File: src/hdl/hbec_ram.sv
module hbec_ram #(
  parameter int W     = 8,
  parameter int DEPTH = 256,
  parameter int AW    = $clog2(DEPTH)
) (
  input  logic          clk,
  input  logic          wr_en,
  input  logic [AW-1:0] wr_addr,
  input  logic [W-1:0]  wr_data,
  input  logic          rd_en,
  input  logic [AW-1:0] rd_addr,
  output logic [W-1:0]  rd_data
);

  logic [W-1:0] mem [DEPTH];

  // Write port
  always_ff @(posedge clk) begin
    if (wr_en) begin
      mem[wr_addr] <= wr_data;
    end
  end

  // Registered read port
  always_ff @(posedge clk) begin
    if (rd_en) begin
      rd_data <= mem[rd_addr];
    end
  end

endmodule

File: config.mk
export PLATFORM = sky130hd
export DESIGN_NAME = hbec_ram
export DESIGN_NICKNAME = d
export VERILOG_FILES = /design/src/hdl/hbec_ram.sv
export SDC_FILE = /design/constraint.sdc
export NUM_CORES = 2
export LEC_CHECK = 0
export BUFFER_PORTS_ARGS = -buffer_cell sky130_fd_sc_hd__buf_2
export CORE_ASPECT_RATIO = 0.5
export CORE_MARGIN = 2
export CORE_UTILIZATION = 57
export CTS_CLUSTER_DIAMETER = 100
export CTS_CLUSTER_SIZE = 16
export DETAILED_ROUTE_END_ITERATION = 8
export PLACE_DENSITY = 0.76
export REMOVE_ABC_BUFFERS = 1
export SLEW_MARGIN = 25
export SYNTH_ARGS = -nofsm -noshare
export SYNTH_HDL_FRONTEND = slang
export SYNTH_SLANG_ARGS = --single-unit
File: constraint.sdc
create_clock -name clk -period 3 [get_ports clk]
set_input_delay 0.9 -clock clk [delete_from_list [all_inputs] [get_ports clk]]
set_output_delay 0.9 -clock clk [all_outputs]
set_load 0.01 [all_outputs]
Yosys cells after proc, flatten, opt, wreduce, memory -nomap -nowiden:

Memories as Yosys holds them, arrays and structs flattened. A register that Yosys moved wholly into a read port is not among the register bits.
Cells that the tools add are included.

* bits in writable memories: 2048
* register bits after elaboration: 0
* word-level logic and storage cells: 3
* memories: 1

* multiplexer cells: 2

Memories
* mem: words 256, bits a word 8, read ports 1, clocked after Yosys merged registers in 1, wr ports 1, RTL line 15 `logic [W-1:0] mem [DEPTH];`

Operator list (number)
* 2-to-1 mux 1 bit: 2

Logic depth before layout (Yosys ltp):

* word-level depth: 2
* depth in mapped cells: 11
* gate-level depth less buffers: 6

Worst setup path before layout:

No wires, ideal clock.

* path type: input to register
* from: input rd_addr[0]
* to: register rd_data[2], read port of mem (data pin)
* stages: 9
* library setup time: 269 ps
* buffers on the path: 4
* data required time: 2731 ps
* arrival time: 2707 ps
* path slack: 24 ps
* cells stage by stage: buf_6 > buf_12 > buf_8 > buf_2 > mux4_2 > a22oi_1 > a21oi_1 > nor4_1 > nor4_2

RTL lines
* start, declared: RTL line 11 `input logic [AW-1:0] rd_addr,`
* end, declared: RTL line 12 `output logic [W-1:0] rd_data`

==> summary.md <==
| Metric | Value |
|---|---|
| Run status | `completed` |
| Placer congestion estimate | `0.928` |
| Average instance area after synthesis | `21.3 um^2` |
| Number of enable flip-flop cells after synthesis | `2,056` |
| Total via count after detailed routing | `42,000` |
| Total placed cells including tap cells | `6,040` |
| Clock slew seen by the registers of the worst setup and hold paths | `0.07 ns` |
| Worst-margin pin slew | `0.951 ns` |
| Final-report hold violation count | `0` |
| Type of origin of the critical path | `input pin` |
| Library cells used by synthesis | `54` |
| Clk Latency, worst-skew pair | `0.80 ns` |
| Core Footprint | `138,000 um^2` |
| Number of pins with negative max-slew slack in the final report | `0` |
| Path type of the worst min-delay path | `input pin to flip-flop` |
| Period utilisation layout | `0.997` |
| Largest incremental delay on the critical path | `0.55 ns` |
| Number of detailed-route iterations in the first pass | `6` |
| Effective utilization at floorplan | `0.578` |
| Count of input and output buffers | `34` |
| Area growth from synthesis to layout | `14.1%` |
| Synth Area in Compound Gates | `0.0342` |
| Worst rel slew slack | `0.366` |
| TritonCTS Buffers | `146` |
| Core occupancy in the finished layout | `0.659` |
| Critical path cell sequence | `buf_16 > buf_12 > buf_16 > mux4_2 > a22o_1 > a221oi_1 > buf_4 > o32ai_1 > nor3_2 > nor4_1` |
| Class of the most critical setup path | `input pin to flip-flop` |
| Max-cap viol count | `0` |
| Cell repeated most along the worst path | `sky130_fd_sc_hd__buf_16` |
| Adder and majority cell fraction of the synthesized area | `0` |
| Ratio of total power to cell area | `586 nW/um^2` |
| Total design power | `53.3 mW` |
| Clk sink count | `2,056` |
| Initial antenna violation count | `8` |
| DP Area | `86,500 um^2` |
| Sequential element share of the synthesized area | `0.775` |
| Clock root buffer | `sky130_fd_sc_hd__clkbuf_16` |
| Row count | `96` |
| Horizontal extent of the die | `533 um` |
| Cell at the slowest stage of the critical path | `sky130_fd_sc_hd__mux4_2` |
| Most common library cell in the layout ignoring fill and taps | `sky130_fd_sc_hd__edfxtp_1` |
| Layout Skew | `0.0294 ns` |
| Async set-reset flop share out of synthesis | `0` |
| Simple-gate area share of the yosys netlist | `0.0263` |
| Number of standard cells after synthesis | `3,733` |
| Final cell count without fillers | `6,215` |
| Post-synthesis mux area share | `0.146` |
| Warnings, synthesis | `0` |
| Worst endpoint required time | `3.52 ns` |
| Number of levels the H-tree was split into | `4` |
| Vias in the first global route | `41,700` |
| Xor/xnor share of the synthesized area | `0` |
| Final setup TNS | `0 ns` |
| Number of top-level pins | `35` |
| ANT nets after route | `0` |
| CP Data Arrival Time | `3.51 ns` |
| Number of buffers and inverters on the critical path | `4` |
| Residual overflow from global routing | `0` |
| VDD IR max | `486 uV` |
| DR DRC count | `0` |
| Cell type group with the largest total delay on the critical path | `buffers and inverters` |
| Critical Path Sink Type | `flip-flop` |
| Sum of routed wire length over all layers | `199,000 um` |
| Clock period minus final worst setup slack | `2.99 ns` |
| Die span in y | `268 um` |
| # nets final | `4,364` |
| Setup-violating endpoint count in the final report | `0` |
| Die Area | `143,000 um^2` |
| Summed instance area of the synthesized netlist | `79,600 um^2` |
| Post-synth top flop | `sky130_fd_sc_hd__edfxtp_1` |
| Global Route Usage Sum | `0.281` |
| Dominant combinational cell family by area after synthesis | `multiplexers` |
| Summed area of non-filler cells in the final layout | `90,900 um^2` |
| Fmax | `334 MHz` |
| Number of buffers inserted by hold repair at cts | `0` |
| TritonCTS clock tree | `yes` |
| Via density per instance | `6.75` |
| Layout cell share with drive strength beyond 1 | `0.309` |
| DPL Wire Length | `127,000 um` |
| Initial drt markers | `6,734` |
| Wire length per cell after detailed routing | `32.1 um` |
| Number of synthesized register bits | `2,056` |
| Largest net degree at the start of global routing | `128` |
| Biggest fanout along the worst timing path | `17` |
| RSZ-0062 raised after global routing | `true` |
| Clock tree buffer depth | `3` |
| Global-route wire length before repair | `288,000 um` |
| Most used cells in the layout excluding fill and tap cells | `sky130_fd_sc_hd__edfxtp_1, sky130_fd_sc_hd__buf_4, sky130_fd_sc_hd__mux4_2, sky130_fd_sc_hd__nor2_1, sky130_fd_sc_hd__clkbuf_16` |
| Leakage | `29.1 nW` |
[path summary, 6_finish.rpt]
kind / cells after the start / endpoint / slack [ns] / startpoint
worst max-delay path: 10 / rd_data[3] / 0.01 / rd_addr[0]
worst min-delay path: 1 / mem[225][1] / 0.41 / wr_data[1]
worst max register to register: 7 / rd_data[3] / 0.36 / mem[83][3]
worst min register to register: 6 / rd_data[0] / 1.22 / mem[48][0]
[flip-flops by register name, summed over array words and instances (netlist names)]
| name | flops |
|---|---|
| mem | 2048 |
| rd_data | 8 |
[synth_stat cells, types with 16 or more instances]
cell                          n  area (um^2)
sky130_fd_sc_hd__nor3_1      22          110
sky130_fd_sc_hd__nor4_1      24          150
sky130_fd_sc_hd__edfxtp_1  2056        61700
sky130_fd_sc_hd__nor2_1     282         1060
sky130_fd_sc_hd__buf_6       21          236
sky130_fd_sc_hd__buf_4       27          203
sky130_fd_sc_hd__o221ai_1    46          403
sky130_fd_sc_hd__nor2b_1     31          194
sky130_fd_sc_hd__a22oi_1    133          998
sky130_fd_sc_hd__o22ai_1     28          175
sky130_fd_sc_hd__buf_2       31          155
sky130_fd_sc_hd__a211oi_1    16          120
sky130_fd_sc_hd__a21oi_1     96          480
sky130_fd_sc_hd__nand3_1     34          170
sky130_fd_sc_hd__mux2i_1    134         1340
sky130_fd_sc_hd__buf_1       22         82.6
sky130_fd_sc_hd__nand2_1     33          124
sky130_fd_sc_hd__mux4_2     454        10200
sky130_fd_sc_hd__clkbuf_1   111          417
[area by class of cell]
cell class                      instances  area, um^2
Timing Repair Buffer                  689        6190
Fill cell                            8495       47000
Tap cell                             1862        2330
Multi-Input combinational cell       1442       16600
Inverter                                2        7.51
Clock buffer                          153        3830
Antenna cell                            2        5.00
Sequential cell                      2056       61700
Clock inverter                          9         135
[logic make-up after synthesis]
| kind of cell | after synthesis |
|---|---|
| AOI/OAI and AO/OA | 385 |
| buffers and inverters | 235 |
| DFF | 2056 |
| muxes | 591 |
| and+or+nand+nor | 466 |
[per-layer routing]
metal  part of all wire  vias to the layer above  track usage
met3               0.13                      442       0.0659
met4              0.034                        4       0.0956
met1               0.36                    21700        0.397
met2               0.47                     3063        0.439
li1                   -                    16800            -
met5            0.00017                        -            0
[stage by stage]
stage               worst slack, ns  hold slack [ns]
detailed placement            -1.26             1.20
global route                -0.0355            0.385
finish                      0.00986            0.414
floorplan                    -0.393            0.857
CTS                         0.00174            0.369
global placement              -1.67             1.20
[power breakdown]
group          switching (mW)  total [mW]  leakage (nW)  internal (mW)
clock                    9.22        18.3          1.95           9.06
sequential             0.0417        31.7          18.5           31.6
combinational            1.97        3.29          8.71           1.31
total                    11.2        53.3          29.1           42.0
[repair_timing]
item	CTS	global route
gates cloned	4	0
pin swaps	3	6
buffers inserted	0	7
resized for setup	27	20
setup endpoints to repair	6	7
Power figures use the tool's default switching activity.
